File: src/rtl/core/wsfm_pkg.sv
`default_nettype none
// ----------------------------------------------------------------------------
// wsfm_pkg
// Shared types and constants of the transmit mode controller.
// ----------------------------------------------------------------------------
package wsfm_pkg;

  localparam int unsigned CODE_W   = 16;
  localparam int unsigned GAIN_W   = 10;
  localparam int unsigned SAMPLE_W = 20;
  localparam int unsigned PROD_W   = CODE_W + GAIN_W;
  localparam int unsigned CNT_W    = 16;
  localparam int unsigned DATA_W   = 32;
  localparam int unsigned PADDR_W  = 5;
  localparam int unsigned SCALE_SH = 6;

  localparam int unsigned WINDOW_LEN_DEF   = 50;
  localparam int unsigned DETECT_TICKS_DEF = 20;
  localparam int unsigned HOLD_TICKS_DEF   = 100;

  localparam logic [GAIN_W-1:0]   GAIN_RST      = 10'd256;
  localparam logic [SAMPLE_W-1:0] LOW_THR_RST   = 20'd26;
  localparam logic [SAMPLE_W-1:0] OCP_THR_RST   = 20'd7680;
  localparam logic [CNT_W-1:0]    SRCH_PER_RST  = 16'd10309;
  localparam logic [CNT_W-1:0]    SRCH_PW_RST   = 16'd27;
  localparam logic [CNT_W-1:0]    FULL_PER_RST  = 16'd1176;
  localparam logic [CNT_W-1:0]    FULL_HALF_RST = 16'd588;
  localparam logic [CNT_W-1:0]    RAMP_BACKOFF  = 16'd400;
  localparam logic [CNT_W-1:0]    HALF_RAMP_RST =
      (FULL_HALF_RST > RAMP_BACKOFF) ? FULL_HALF_RST - RAMP_BACKOFF : '0;

  typedef enum logic [2:0] {
    REG_GAIN      = 3'd0,
    REG_LOW_THR   = 3'd1,
    REG_OCP_THR   = 3'd2,
    REG_SRCH_PER  = 3'd3,
    REG_SRCH_PW   = 3'd4,
    REG_FULL_PER  = 3'd5,
    REG_FULL_HALF = 3'd6
  } reg_idx_e;

  typedef enum logic [1:0] {
    MODE_STOP   = 2'd0,
    MODE_SEARCH = 2'd1,
    MODE_HOLD   = 2'd2,
    MODE_FULL   = 2'd3
  } mode_e;

  typedef enum logic [2:0] {
    BR_OFF,
    BR_FAULT,
    BR_HOLD,
    BR_FULL,
    BR_SEARCH
  } branch_e;

  typedef struct packed {
    logic push;
    logic clear;
  } win_ctrl_t;

  typedef struct packed {
    logic ready;
    logic ready_next;
  } win_stat_t;

endpackage
`default_nettype wire

File: src/rtl/core/wsfm_if.sv
`default_nettype none
// ----------------------------------------------------------------------------
// wsfm_if
// Valid/ready channels for input words and result words.
// ----------------------------------------------------------------------------
interface wsfm_in_if;
  logic                        valid;
  logic                        ready;
  logic                        kind;
  logic [wsfm_pkg::CODE_W-1:0] peak_code;
  logic                        transmit_enable;

  modport source (output valid, kind, peak_code, transmit_enable, input ready);
  modport sink   (input valid, kind, peak_code, transmit_enable, output ready);
endinterface

interface wsfm_out_if;
  logic                       valid;
  logic                       ready;
  logic                       gate_on;
  logic [wsfm_pkg::CNT_W-1:0] carrier_max;
  logic [wsfm_pkg::CNT_W-1:0] compare_u;
  logic [wsfm_pkg::CNT_W-1:0] compare_v;
  logic [1:0]                 mode;
  logic                       overcurrent;
  logic                       filter_full;

  modport source (output valid, gate_on, carrier_max, compare_u, compare_v, mode,
                  overcurrent, filter_full, input ready);
  modport sink   (input valid, gate_on, carrier_max, compare_u, compare_v, mode,
                  overcurrent, filter_full, output ready);
endinterface
`default_nettype wire

File: src/rtl/core/wsfm_cell.sv
`default_nettype none
// ----------------------------------------------------------------------------
// wsfm_cell
// One sample slot of the moving window; a push loads d_i, a clear zeroes it.
// ----------------------------------------------------------------------------
module wsfm_cell (
  input  wire                          clk_i,
  input  wire                          rst_ni,
  input  wire wsfm_pkg::win_ctrl_t     ctrl_i,
  input  wire [wsfm_pkg::SAMPLE_W-1:0] d_i,
  output logic [wsfm_pkg::SAMPLE_W-1:0] q_o
);
  import wsfm_pkg::*;

  logic [SAMPLE_W-1:0] val_q, val_d;

  always_comb begin
    val_d = val_q;
    if (ctrl_i.clear) begin
      val_d = '0;
    end else if (ctrl_i.push) begin
      val_d = d_i;
    end
  end

  always_ff @(posedge clk_i or negedge rst_ni) begin
    if (!rst_ni) begin
      val_q <= '0;
    end else begin
      val_q <= val_d;
    end
  end

  assign q_o = val_q;

endmodule
`default_nettype wire

File: src/rtl/core/wsfm_window.sv
`default_nettype none
// ----------------------------------------------------------------------------
// wsfm_window
// Moving sum over a chain of sample cells, with a fill counter.
// ----------------------------------------------------------------------------
module wsfm_window #(
  parameter int unsigned WindowLen = wsfm_pkg::WINDOW_LEN_DEF,
  parameter int unsigned SumW      = wsfm_pkg::SAMPLE_W + $clog2(WindowLen)
) (
  input  wire                          clk_i,
  input  wire                          rst_ni,
  input  wire wsfm_pkg::win_ctrl_t     ctrl_i,
  input  wire [wsfm_pkg::SAMPLE_W-1:0] value_i,
  output logic [SumW-1:0]              sum_o,
  output wsfm_pkg::win_stat_t          stat_o
);
  import wsfm_pkg::*;

  localparam int unsigned FillW = $clog2(WindowLen + 1);

  logic [SAMPLE_W-1:0] cell_q [WindowLen];
  logic [SumW-1:0]     sum_q, sum_d;
  logic [FillW-1:0]    fill_q, fill_d;
  logic                ready_q, ready_d;

  for (genvar i = 0; i < WindowLen; i++) begin : g_cell
    if (i == WindowLen - 1) begin : g_tail
      wsfm_cell u_cell (
        .clk_i  (clk_i),
        .rst_ni (rst_ni),
        .ctrl_i (ctrl_i),
        .d_i    (value_i),
        .q_o    (cell_q[i])
      );
    end else begin : g_body
      wsfm_cell u_cell (
        .clk_i  (clk_i),
        .rst_ni (rst_ni),
        .ctrl_i (ctrl_i),
        .d_i    (cell_q[i+1]),
        .q_o    (cell_q[i])
      );
    end
  end

  always_comb begin
    sum_d   = sum_q;
    fill_d  = fill_q;
    ready_d = ready_q;
    if (ctrl_i.clear) begin
      sum_d   = '0;
      fill_d  = '0;
      ready_d = 1'b0;
    end else if (ctrl_i.push) begin
      sum_d = sum_q - SumW'(cell_q[0]) + SumW'(value_i);
      if (!ready_q) begin
        fill_d = fill_q + FillW'(1);
        if (fill_d >= FillW'(WindowLen)) begin
          ready_d = 1'b1;
        end
      end
    end
  end

  always_ff @(posedge clk_i or negedge rst_ni) begin
    if (!rst_ni) begin
      sum_q   <= '0;
      fill_q  <= '0;
      ready_q <= 1'b0;
    end else begin
      sum_q   <= sum_d;
      fill_q  <= fill_d;
      ready_q <= ready_d;
    end
  end

  assign sum_o             = sum_q;
  assign stat_o.ready      = ready_q;
  assign stat_o.ready_next = ready_d;

endmodule
`default_nettype wire

File: src/rtl/core/wpt_search_full_mode_controller.sv
`default_nettype none
// ----------------------------------------------------------------------------
// wpt_search_full_mode_controller
// Inverter transmit controller with search, startup hold and full-power modes.
// ----------------------------------------------------------------------------
// Each input word is either a current sample or a control tick, and each one
// yields exactly one result word with the registers as they stand after it.
// Words flow through two stages: the first scales the peak code with the gain
// multiplier, the second updates the window, fault latch and mode machine and
// loads the output register. A new word is taken every cycle while the sink
// keeps up; an accepted word is registered in stage one and its result word
// in the output register.
// ----------------------------------------------------------------------------
module wpt_search_full_mode_controller #(
  parameter int unsigned WindowLen   = wsfm_pkg::WINDOW_LEN_DEF,
  parameter int unsigned DetectTicks = wsfm_pkg::DETECT_TICKS_DEF,
  parameter int unsigned HoldTicks   = wsfm_pkg::HOLD_TICKS_DEF
) (
  input  wire                          clk_i,
  input  wire                          rst_ni,
  input  wire                          psel,
  input  wire                          penable,
  input  wire                          pwrite,
  input  wire [wsfm_pkg::PADDR_W-1:0]  paddr,
  input  wire [wsfm_pkg::DATA_W-1:0]   pwdata,
  output logic [wsfm_pkg::DATA_W-1:0]  prdata,
  output logic                         pready,
  wsfm_in_if.sink                      in_i,
  wsfm_out_if.source                   out_o
);
  import wsfm_pkg::*;

  localparam int unsigned SumW = SAMPLE_W + $clog2(WindowLen);
  localparam int unsigned ThrW = SAMPLE_W + $clog2(WindowLen + 1);
  localparam int unsigned RunW = $clog2(DetectTicks + 1);
  localparam int unsigned HoldW = $clog2(HoldTicks + 1);

  logic [GAIN_W-1:0]   gain_q;
  logic [SAMPLE_W-1:0] low_thr_q, ocp_thr_q;
  logic [CNT_W-1:0]    srch_per_q, srch_pw_q, full_per_q, full_half_q;
  logic [ThrW-1:0]     thr_scaled_q;
  reg_idx_e            reg_idx;
  logic                cfg_wr;

  assign pready  = 1'b1;
  assign reg_idx = reg_idx_e'(paddr[PADDR_W-1:2]);
  assign cfg_wr  = psel && penable && pwrite;

  always_ff @(posedge clk_i or negedge rst_ni) begin
    if (!rst_ni) begin
      gain_q      <= GAIN_RST;
      low_thr_q   <= LOW_THR_RST;
      ocp_thr_q   <= OCP_THR_RST;
      srch_per_q  <= SRCH_PER_RST;
      srch_pw_q   <= SRCH_PW_RST;
      full_per_q  <= FULL_PER_RST;
      full_half_q <= FULL_HALF_RST;
    end else if (cfg_wr) begin
      case (reg_idx)
        REG_GAIN:      gain_q      <= pwdata[GAIN_W-1:0];
        REG_LOW_THR:   low_thr_q   <= pwdata[SAMPLE_W-1:0];
        REG_OCP_THR:   ocp_thr_q   <= pwdata[SAMPLE_W-1:0];
        REG_SRCH_PER:  srch_per_q  <= pwdata[CNT_W-1:0];
        REG_SRCH_PW:   srch_pw_q   <= pwdata[CNT_W-1:0];
        REG_FULL_PER:  full_per_q  <= pwdata[CNT_W-1:0];
        REG_FULL_HALF: full_half_q <= pwdata[CNT_W-1:0];
        default: ;
      endcase
    end
  end

  always_comb begin
    case (reg_idx)
      REG_GAIN:      prdata = DATA_W'(gain_q);
      REG_LOW_THR:   prdata = DATA_W'(low_thr_q);
      REG_OCP_THR:   prdata = DATA_W'(ocp_thr_q);
      REG_SRCH_PER:  prdata = DATA_W'(srch_per_q);
      REG_SRCH_PW:   prdata = DATA_W'(srch_pw_q);
      REG_FULL_PER:  prdata = DATA_W'(full_per_q);
      REG_FULL_HALF: prdata = DATA_W'(full_half_q);
      default:       prdata = '0;
    endcase
  end

  always_ff @(posedge clk_i or negedge rst_ni) begin
    if (!rst_ni) begin
      thr_scaled_q <= ThrW'(LOW_THR_RST) * ThrW'(WindowLen);
    end else begin
      thr_scaled_q <= ThrW'(low_thr_q) * ThrW'(WindowLen);
    end
  end

  // Stage one: scale the peak code.
  logic                s1_valid_q;
  logic                s1_kind_q, s1_en_q;
  logic [SAMPLE_W-1:0] s1_value_q;
  logic [PROD_W-1:0]   prod;
  logic                out_free, s2_go;

  assign prod     = PROD_W'(in_i.peak_code) * PROD_W'(gain_q);
  assign out_free = !out_o.valid || out_o.ready;
  assign s2_go    = s1_valid_q && out_free;
  assign in_i.ready = !s1_valid_q || s2_go;

  always_ff @(posedge clk_i or negedge rst_ni) begin
    if (!rst_ni) begin
      s1_valid_q <= 1'b0;
    end else if (in_i.ready) begin
      s1_valid_q <= in_i.valid;
    end
  end

  always_ff @(posedge clk_i) begin
    if (in_i.ready && in_i.valid) begin
      s1_kind_q  <= in_i.kind;
      s1_en_q    <= in_i.transmit_enable;
      s1_value_q <= prod[SCALE_SH +: SAMPLE_W];
    end
  end

  // Stage two: window, fault latch and mode machine.
  win_ctrl_t       win_ctrl;
  win_stat_t       win_stat;
  logic [SumW-1:0] win_sum;
  logic            is_sample, is_tick;

  assign is_sample      = s2_go && !s1_kind_q;
  assign is_tick        = s2_go && s1_kind_q;
  assign win_ctrl.push  = is_sample;
  assign win_ctrl.clear = is_tick && !s1_en_q;

  wsfm_window #(
    .WindowLen (WindowLen),
    .SumW      (SumW)
  ) u_window (
    .clk_i   (clk_i),
    .rst_ni  (rst_ni),
    .ctrl_i  (win_ctrl),
    .value_i (s1_value_q),
    .sum_o   (win_sum),
    .stat_o  (win_stat)
  );

  logic             fault_q, fault_d;
  logic             freq_q, freq_d;
  logic             done_q, done_d;
  logic [RunW-1:0]  run_q, run_d;
  logic [HoldW-1:0] hold_q, hold_d;
  logic [CNT_W-1:0] ramp_q, ramp_d;
  logic [CNT_W-1:0] per_q, per_d, u_q, u_d, v_q, v_d;
  logic             gate_q, gate_d;
  mode_e            mode_q, mode_d;
  branch_e          branch;
  logic             low_now;
  logic [RunW-1:0]  run_inc;

  assign low_now = ThrW'(win_sum) < thr_scaled_q;
  assign run_inc = low_now ? run_q + RunW'(1) : '0;

  always_comb begin
    if (!s1_en_q) begin
      branch = BR_OFF;
    end else if (fault_q) begin
      branch = BR_FAULT;
    end else if (freq_q && (hold_q < HoldW'(HoldTicks))) begin
      branch = BR_HOLD;
    end else if (hold_q >= HoldW'(HoldTicks - 2)) begin
      branch = BR_FULL;
    end else begin
      branch = BR_SEARCH;
    end
  end

  // Next state of the mode machine and its counters.
  always_comb begin
    fault_d = fault_q;
    freq_d  = freq_q;
    done_d  = done_q;
    run_d   = run_q;
    hold_d  = hold_q;
    mode_d  = mode_q;
    if (is_sample) begin
      if (s1_value_q >= ocp_thr_q) begin
        fault_d = 1'b1;
      end
    end else if (is_tick) begin
      case (branch)
        BR_OFF: begin
          freq_d  = 1'b0;
          mode_d  = MODE_STOP;
          run_d   = '0;
          fault_d = 1'b0;
        end
        BR_FAULT: begin
          freq_d = 1'b0;
          mode_d = MODE_STOP;
        end
        BR_HOLD: begin
          hold_d = hold_q + HoldW'(1);
          mode_d = MODE_HOLD;
        end
        BR_FULL: begin
          hold_d = HoldW'(HoldTicks);
          freq_d = 1'b0;
          done_d = 1'b1;
          mode_d = MODE_FULL;
        end
        BR_SEARCH: begin
          mode_d = MODE_SEARCH;
          if (!done_q && win_stat.ready) begin
            if (run_inc >= RunW'(DetectTicks)) begin
              freq_d = 1'b1;
              run_d  = '0;
              mode_d = MODE_HOLD;
            end else begin
              freq_d = 1'b0;
              run_d  = run_inc;
            end
          end else begin
            run_d = '0;
          end
        end
        default: ;
      endcase
    end
  end

  // Gate, carrier and compare registers.
  always_comb begin
    gate_d = gate_q;
    per_d  = per_q;
    u_d    = u_q;
    v_d    = v_q;
    ramp_d = ramp_q;
    if (is_tick) begin
      case (branch)
        BR_OFF, BR_FAULT, BR_HOLD: begin
          gate_d = 1'b0;
        end
        BR_FULL: begin
          ramp_d = (ramp_q < full_half_q) ? ramp_q + CNT_W'(1) : full_half_q;
          per_d  = full_per_q;
          u_d    = ramp_d;
          v_d    = ramp_d;
          gate_d = 1'b1;
        end
        BR_SEARCH: begin
          gate_d = 1'b1;
          per_d  = srch_per_q;
          u_d    = srch_pw_q;
          v_d    = (srch_per_q > srch_pw_q) ? srch_per_q - srch_pw_q : '0;
        end
        default: ;
      endcase
    end
  end

  always_ff @(posedge clk_i or negedge rst_ni) begin
    if (!rst_ni) begin
      fault_q <= 1'b0;
      freq_q  <= 1'b0;
      done_q  <= 1'b0;
      run_q   <= '0;
      hold_q  <= '0;
      mode_q  <= MODE_STOP;
      gate_q  <= 1'b0;
      per_q   <= '0;
      u_q     <= '0;
      v_q     <= '0;
      ramp_q  <= HALF_RAMP_RST;
    end else begin
      fault_q <= fault_d;
      freq_q  <= freq_d;
      done_q  <= done_d;
      run_q   <= run_d;
      hold_q  <= hold_d;
      mode_q  <= mode_d;
      gate_q  <= gate_d;
      per_q   <= per_d;
      u_q     <= u_d;
      v_q     <= v_d;
      ramp_q  <= ramp_d;
    end
  end

  // Output register.
  logic out_valid_q;

  always_ff @(posedge clk_i or negedge rst_ni) begin
    if (!rst_ni) begin
      out_valid_q <= 1'b0;
    end else if (out_free) begin
      out_valid_q <= s2_go;
    end
  end

  always_ff @(posedge clk_i) begin
    if (s2_go) begin
      out_o.gate_on     <= gate_d;
      out_o.carrier_max <= per_d;
      out_o.compare_u   <= u_d;
      out_o.compare_v   <= v_d;
      out_o.mode        <= mode_d;
      out_o.overcurrent <= fault_d;
      out_o.filter_full <= win_stat.ready_next;
    end
  end

  assign out_o.valid = out_valid_q;

endmodule
`default_nettype wire
File: src/flat_wrapper.sv
// flat-port wrapper written by rule: the top's interface ports become plain ports
module wpt_search_full_mode_controller_flat import wsfm_pkg::*;
#(
  parameter int unsigned WindowLen   = wsfm_pkg::WINDOW_LEN_DEF,
  parameter int unsigned DetectTicks = wsfm_pkg::DETECT_TICKS_DEF,
  parameter int unsigned HoldTicks   = wsfm_pkg::HOLD_TICKS_DEF
)
  (clk_i, rst_ni, psel, penable, pwrite, paddr, pwdata, prdata, pready, in_i_valid, in_i_kind, in_i_peak_code, in_i_transmit_enable, in_i_ready, out_o_valid, out_o_gate_on, out_o_carrier_max, out_o_compare_u, out_o_compare_v, out_o_mode, out_o_overcurrent, out_o_filter_full, out_o_ready);
  wsfm_in_if in_i_i ();
  wsfm_out_if out_o_i ();
  input  wire clk_i;
  input  wire rst_ni;
  input  wire psel;
  input  wire penable;
  input  wire pwrite;
  input  wire [wsfm_pkg::PADDR_W-1:0] paddr;
  input  wire [wsfm_pkg::DATA_W-1:0] pwdata;
  output logic [wsfm_pkg::DATA_W-1:0] prdata;
  output logic pready;
  input wire logic [$bits(in_i_i.valid)-1:0] in_i_valid;
  input wire logic [$bits(in_i_i.kind)-1:0] in_i_kind;
  input wire logic [$bits(in_i_i.peak_code)-1:0] in_i_peak_code;
  input wire logic [$bits(in_i_i.transmit_enable)-1:0] in_i_transmit_enable;
  output wire logic [$bits(in_i_i.ready)-1:0] in_i_ready;
  output wire logic [$bits(out_o_i.valid)-1:0] out_o_valid;
  output wire logic [$bits(out_o_i.gate_on)-1:0] out_o_gate_on;
  output wire logic [$bits(out_o_i.carrier_max)-1:0] out_o_carrier_max;
  output wire logic [$bits(out_o_i.compare_u)-1:0] out_o_compare_u;
  output wire logic [$bits(out_o_i.compare_v)-1:0] out_o_compare_v;
  output wire logic [$bits(out_o_i.mode)-1:0] out_o_mode;
  output wire logic [$bits(out_o_i.overcurrent)-1:0] out_o_overcurrent;
  output wire logic [$bits(out_o_i.filter_full)-1:0] out_o_filter_full;
  input wire logic [$bits(out_o_i.ready)-1:0] out_o_ready;
  assign in_i_i.valid = in_i_valid;
  assign in_i_i.kind = in_i_kind;
  assign in_i_i.peak_code = in_i_peak_code;
  assign in_i_i.transmit_enable = in_i_transmit_enable;
  assign in_i_ready = in_i_i.ready;
  assign out_o_valid = out_o_i.valid;
  assign out_o_gate_on = out_o_i.gate_on;
  assign out_o_carrier_max = out_o_i.carrier_max;
  assign out_o_compare_u = out_o_i.compare_u;
  assign out_o_compare_v = out_o_i.compare_v;
  assign out_o_mode = out_o_i.mode;
  assign out_o_overcurrent = out_o_i.overcurrent;
  assign out_o_filter_full = out_o_i.filter_full;
  assign out_o_i.ready = out_o_ready;
  wpt_search_full_mode_controller #(.WindowLen(WindowLen), .DetectTicks(DetectTicks), .HoldTicks(HoldTicks)) u_core (.clk_i(clk_i), .rst_ni(rst_ni), .psel(psel), .penable(penable), .pwrite(pwrite), .paddr(paddr), .pwdata(pwdata), .prdata(prdata), .pready(pready), .in_i(in_i_i), .out_o(out_o_i));
endmodule
File: config.mk
export PLATFORM = sky130hd
export DESIGN_NAME = wpt_search_full_mode_controller_flat
export DESIGN_NICKNAME = d
export VERILOG_FILES = /design/src/rtl/core/wsfm_pkg.sv /design/src/rtl/core/wsfm_if.sv /design/src/rtl/core/wsfm_cell.sv /design/src/rtl/core/wsfm_window.sv /design/src/rtl/core/wpt_search_full_mode_controller.sv /design/src/flat_wrapper.sv
export SDC_FILE = /design/constraint.sdc
export NUM_CORES = 2
export LEC_CHECK = 0
export BUFFER_PORTS_ARGS = -buffer_cell sky130_fd_sc_hd__buf_4
export CAP_MARGIN = 20
export CORE_ASPECT_RATIO = 1.75
export CORE_MARGIN = 1
export CORE_UTILIZATION = 40
export CTS_CLUSTER_SIZE = 20
export DETAILED_ROUTE_END_ITERATION = 6
export PLACE_DENSITY = 0.55
export SETUP_SLACK_MARGIN = 0.05
export SYNTH_ARGS = -nofsm -noshare
export SYNTH_HDL_FRONTEND = slang
export SYNTH_HIERARCHICAL = 1
export SYNTH_SLANG_ARGS = --single-unit
File: constraint.sdc
create_clock -name clk_i -period 21.5 [get_ports clk_i]
set_clock_uncertainty 0.2 [all_clocks]
set_input_delay 4.3 -clock clk_i [delete_from_list [all_inputs] [get_ports clk_i]]
set_output_delay 4.3 -clock clk_i [all_outputs]
set_load 0.03 [all_outputs]
======== After elaboration in Yosys (flattened, before gate mapping) ========
Cells that the tools add are included.
W data, S select, Z words.
storage, ports and cells
  bits in registers ....................... 1331
  output and inout port bits .............. 88
  logic and storage cells ................. 294
cells by class
  add/subtract/negate cells ............... 7
  $mul .................................... 2
  $lt $le $gt $ge ......................... 8
  equality and inequality tests ........... 12
  multiplexer cells ....................... 141
  bitwise operators ....................... 1
  reductions and logical operators ........ 39
operators by type and width
  cell                     number
  $mux W20                 100
  $pmux W20 S7             1
  $pmux W16 S2             3
  $mux W16                 5
  $mux W26                 2
  $add A26 B20 Y26         1
  $lt A26 B26 Y1           1
  $mul A16 B10 Y26         1
  $sub A26 B20 Y26         1
  $mul A20 B5 Y25 const B  1
  $ge A20 B20 Y1           1
  $mux W6                  3
  $reduce_and A2 Y1        9
  $add A16 B1 Y16 const B  1
  $gt A16 B16 Y1           1
  $lt A16 B16 Y1           1
  $sub A16 B16 Y16         1
  $mux W5                  3
  $pmux W7 S2              1
  $eq A3 B2 Y1 const B     4
  $eq A3 B3 Y1 const B     4
  $mux W3                  4
  $mux W1                  11
  $pmux W5 S2              1
  other kinds (23)         49

======== Depth between registers and ports, before layout ========
  word-level depth ........................ 10
  depth in mapped cells ................... 22
  gate-level depth less buffers ........... 20

======== By module ========
The synthesis kept the hierarchy.
by module, submodules not included
  module                           times used  cells each  area each (µm²)  seq. area each (µm²)
  wsfm_cell                        50          64          805.8            500.5
  wpt_search_full_mode_controller  1           2088        21204.1          7875.1
  wsfm_window                      1           403         3362.0           825.8

======== Least setup slack after synthesis ========
OpenSTA, ideal clock, no wires.
  kind .................................... input -> register
  from .................................... in out_o_ready
  to ...................................... reg u_core.u_window.sum_q[2] (netlist: u_core/u_window/sum_o[2])
  setup time .............................. 0.132 ns
  data arrival time ....................... 11.737 ns
  path slack .............................. 9.431 ns
  stages .................................. 8
  cells stage by stage .................... nand2b_1 nand2_1 nor2_1 clkbuf_1 clkbuf_1 buf_2 mux2i_1 nor2_1
RTL lines
  what                          RTL line                                RTL
  from (decl)                   flat_wrapper.sv:33                      input wire logic [$bits(out_o_i.ready)-1:0] out_o_ready;
  $logic_or A1 B1 Y1            wpt_search_full_mode_controller.sv:101  assign out_free = !out_o.valid || out_o.ready;
  $logic_and A1 B1 Y1           wpt_search_full_mode_controller.sv:102  assign s2_go = s1_valid_q && out_free;
  $logic_and A1 B1 Y1           wpt_search_full_mode_controller.sv:127  assign is_sample = s2_go && !s1_kind_q;
  via u_core.is_sample          wpt_search_full_mode_controller.sv:125  logic is_sample, is_tick;
  $reduce_bool A2 Y1 (no line)  n/a
  to (signal assigned)          wsfm_window.sv:71                       sum_q <= sum_d;
  to (decl)                     wsfm_window.sv:22                       logic [SumW-1:0] sum_q, sum_d;
The timed path passes the listed nets, and every way through them passes these cells.
A chain may end at the register's enable or synchronous reset.

======== Final worst setup path ========
  from .................................... in paddr[4] in the netlist's numbering
  to ...................................... out prdata[4] in the netlist's numbering
between the ends
  word-level cells in the longest chain between the ends .. 2
ends and longest elaborated chain
  what                                        RTL line                               RTL
  from (decl)                                 flat_wrapper.sv:16                     input wire [wsfm_pkg::PADDR_W-1:0] paddr;
  $eq A3 B3 Y1, or another cell as far along  wpt_search_full_mode_controller.sv:73  case (reg_idx)
  $pmux W20 S7 *                              wpt_search_full_mode_controller.sv:73
  to (decl)                                   flat_wrapper.sv:18                     output logic [wsfm_pkg::DATA_W-1:0] prdata;
Every way passes the cells marked *; elsewhere a longest branch is shown, timed or not.

==> metrics.md <==
| Metric | Value |
|---|---|
| CP max FO | `between 40 and 50` |
| Setup_tns | `0 ns` |
| Multi-input gate area | `roughly 28000 µm²` |
| TritonCTS clock tree | `done` |
| Sequential area share after synthesis | `52.0%` |
| Tcrit/Tclk final | `about 51%` |
| Synthesis-stage register bit count | `1331` |
| NumNets Final | `6142` |
| Worst path required time | `17.00 ns` |
| Clk slew on worst S/H paths | `approximately 0.070 ns` |
| Max-cap violation count | `0` |
| Vias in the first global route | `41200` |
| Most frequent cells in the layout | `dfrtp_1 (1222), nor2_1 (1104), mux2i_1 (1031)` |
| Setup slack, reg-to-reg | `roughly 15 ns` |
| Most used DFF post-synth | `dfrtp_1` |
| Core area | `around 160000 µm²` |
| R2R Path Start | `u_core/gain_q[3]` |
| Syn avg cell area | `~11 µm²` |
| CTS root buffer | `clkbuf_16` |
| Drt wl/cell | `17.0 µm` |
| Pwr Density | `approximately 110 nW/µm²` |
| Total track usage | `between 10% and 20%` |
| Status | `completed` |
| # hold bufs at CTS | `0` |
| WS Path Type | `input pin to primary output` |
| Routed Antenna Nets | `0` |
| Leakage | `around 35 nW` |
| Total Power | `a little over 8 mW` |
| Die width | `roughly 300 µm` |
| Worst vdd ir | `around 80 µV` |
| Cell mode on critical path | `buf_4` |
| F_max | `between 90 and 100 MHz` |
| Fin. Hold Viols | `0` |
| Area of the die | `roughly 160000 µm²` |
| Num CTS Buffers | `between 100 and 150` |
| R2R depth | `18` |
| Worst path max stage delay | `slightly below 0.9 ns` |
| First-pass GRT wire length | `220000 µm` |
| Crit path launch type | `input pin` |
| Rows | `195` |
| Sequential cell area | `33700 µm²` |
| Post-CTS Setup Bufs | `0` |
| GPL Wtd Cong | `0.866` |
| Routed via count | `approximately 40000` |
| Place WS | `roughly 11 ns` |
| H-tree depth | `4` |
| Unrepaired setup endpoints after global routing | `no` |
| Asr flop ratio synth | `a little over nine tenths` |
| Worst skew pair latency | `between 0.7 and 0.8 ns` |
| Vias per cell | `5.05` |
| Area Growth Syn to Fin | `9.96%` |
| Post-Syn Instances | `approximately 5700` |
| Post-DP HPWL | `88800 µm` |
| Mapped cell area | `approximately 65000 µm²` |
| Critical Path Source | `paddr[4]` |
| Final WL | `roughly 130000 µm` |
| Initial antenna violation count | `1` |
| # fillers | `about 15000` |
| Hold Path Class | `flip-flop to flip-flop` |
| Largest net degree at the start of global routing | `249` |
| DRC Markers | `0` |
| Commonest non-fill, non-tap cell in the layout | `dfrtp_1` |
| Fin worst setup slack | `10.61 ns` |
| # IOs | `150` |
| Critical path arrival | `6.39 ns` |
| Max-slew violation count | `0` |
| DRT iter0 DRCs | `~2500` |
| Max Root-Sink Buffers | `4` |
| Crit end category | `primary output` |
| Layout cells sized above 1 | `under 10%` |
| Relative slew slack | `between 20 and 25%` |
| End of the worst register-to-register path | `u_core/s1_value_q[16]` |
| Critical-path cell list | `buf_4, nor2b_1, a22oi_1, nor2_1, a31oi_1, o21ai_0, buf_4` |
| EDFF count, synth | `between 70 and 80` |
| First-pass DRT Iterations | `5` |
| Final worst path period need | `10.89 ns` |
| Die H | `about 530 µm` |
| PostCTS Resize Cnt | `0` |
| Post-Route Utilization | `roughly 44%` |
| Ys Warns | `6` |
| Grt total ovfl | `0` |
| Cell variety after synth | `just over 80` |
| Starting Density | `around two fifths` |
| Critical path endpoint | `prdata[4]` |
| Final Setup Violations | `0` |
| Slew at the pin closest to its max-slew limit | `~1.2 ns` |
| CTS sink cnt | `~1300` |
| I/O Buffers | `between 100 and 150` |
| Slowest stage cell, crit path | `nor2b_1` |
-- final cells by class --
class,count,share of cell area [%]
sequential,1331,47.3
multi-input combinational,3693,39.0
clock buffer,175,5.37
tap,2068,3.63
timing repair buffer,173,2.00
inverter,368,1.94
clock inverter,49,0.751
antenna,1,0.00351
-- worst min path at each step --
stage / from / endpoint / slack (ns) / cells past startpoint
3_5_place_dp: u_core/low_thr_q[1] / u_core/thr_scaled_q[2] / 0.20 / 0
3_3_place_gp: u_core/low_thr_q[1] / u_core/thr_scaled_q[2] / 0.21 / 0
5_1_grt: u_core/low_thr_q[1] / u_core/thr_scaled_q[2] / 0.22 / 0
2_1_floorplan: u_core/low_thr_q[1] / u_core/thr_scaled_q[2] / 0.18 / 0
6_report: u_core/low_thr_q[1] / u_core/thr_scaled_q[2] / 0.21 / 0
4_1_cts: u_core/low_thr_q[1] / u_core/thr_scaled_q[2] / 0.21 / 0
-- power by group --
group	switching [mW]	internal (mW)	total (mW)
logic	1.53	1.11	2.64
clock network	0.974	1.37	2.35
registers	0.229	2.85	3.08
total	2.73	5.34	8.07
-- flip-flops by register name, indices dropped and copies added, names as in the netlist, 20 cells and up --
signal	flops
u_core/ocp_thr_q	20
u_core/u_window/g_cell.g_tail.u_cell/q_o	20
u_core/low_thr_q	20
u_core/thr_scaled_q	25
u_core/u_window/g_cell.g_body.u_cell/q_o	980
u_core/s1_value_q	20
u_core/u_window/sum_o	26
-- worst max-delay path, delay by kind of cell --
kind | cells | cell delay, ns
simple gates | 2 | 1.01
compound gates | 3 | 0.43
buf+inv | 2 | 0.64
-- cells in the mapped netlist, types with 4 or more instances --
| master | n | share of area [%] |
|---|---|---|
| dfrtp_1 | 1222 | 47 |
| and2_1 | 84 | 0.81 |
| clkbuf_1 | 179 | 1.0 |
| o21ai_0 | 115 | 0.89 |
| edfxtp_1 | 75 | 3.5 |
| nor2_1 | 1110 | 6.4 |
| mux2_2 | 68 | 1.2 |
| nor2b_1 | 19 | 0.18 |
| xnor2_1 | 54 | 0.73 |
| a21boi_0 | 4 | 0.046 |
| fa_1 | 145 | 4.5 |
| o2111ai_1 | 5 | 0.068 |
| a221o_1 | 16 | 0.25 |
| o22ai_1 | 6 | 0.058 |
| o31ai_1 | 9 | 0.10 |
| a21oi_1 | 85 | 0.66 |
| inv_1 | 367 | 2.1 |
| a211oi_1 | 20 | 0.23 |
| nor3_1 | 24 | 0.19 |
| ha_1 | 230 | 4.4 |
| and3_1 | 31 | 0.30 |
| mux4_2 | 8 | 0.28 |
| or3_1 | 9 | 0.087 |
| buf_4 | 16 | 0.19 |
| a21o_1 | 62 | 0.72 |
| o21bai_1 | 8 | 0.093 |
| nand2_1 | 266 | 1.5 |
| o21a_1 | 17 | 0.20 |
| nand3_1 | 42 | 0.32 |
| xor2_1 | 27 | 0.36 |
| a22oi_1 | 34 | 0.39 |
| buf_2 | 10 | 0.077 |
| a211o_1 | 8 | 0.11 |
| nand2b_1 | 21 | 0.20 |
| dfstp_2 | 34 | 1.4 |
| buf_1 | 4 | 0.023 |
| a31oi_1 | 15 | 0.14 |
| nand4_1 | 22 | 0.21 |
| o221ai_1 | 7 | 0.095 |
| o211ai_1 | 14 | 0.16 |
| buf_6 | 101 | 1.8 |
| mux2i_1 | 1031 | 16 |
-- routing by layer --
metal,up-vias,routed length (µm),global-route usage [%]
met5,-,0,0
met4,0,5620,7.20
met3,265,3650,2.01
met2,548,69300,29.7
met1,19900,54900,19.5
li1,19000,-,-
-- kinds of logic after synthesis --
kind of cell               after synthesis  share of synthesized area [%]
AOI/OAI and AO/OA                      463                           4.82
xor gates and xnor gates                81                           1.09
adders and majority gates              375                           8.91
buffers and inverters                  678                           5.21
DFF                                   1331                           52.0
muxes                                 1107                           17.4
other                                    2                         0.0116
and+or+nand+nor                       1654                           10.6
-- through the flow --
stage	area (µm²)	cells	hold slack, ns
2_1_floorplan	64900	5702	0.176
3_3_place_gp	66900	7632	0.205
3_5_place_dp	66900	7632	0.204
4_1_cts	71300	7856	0.211
5_1_grt	71300	7858	0.220
6_report	71300	7858	0.211
Power figures use the tool's default switching activity.
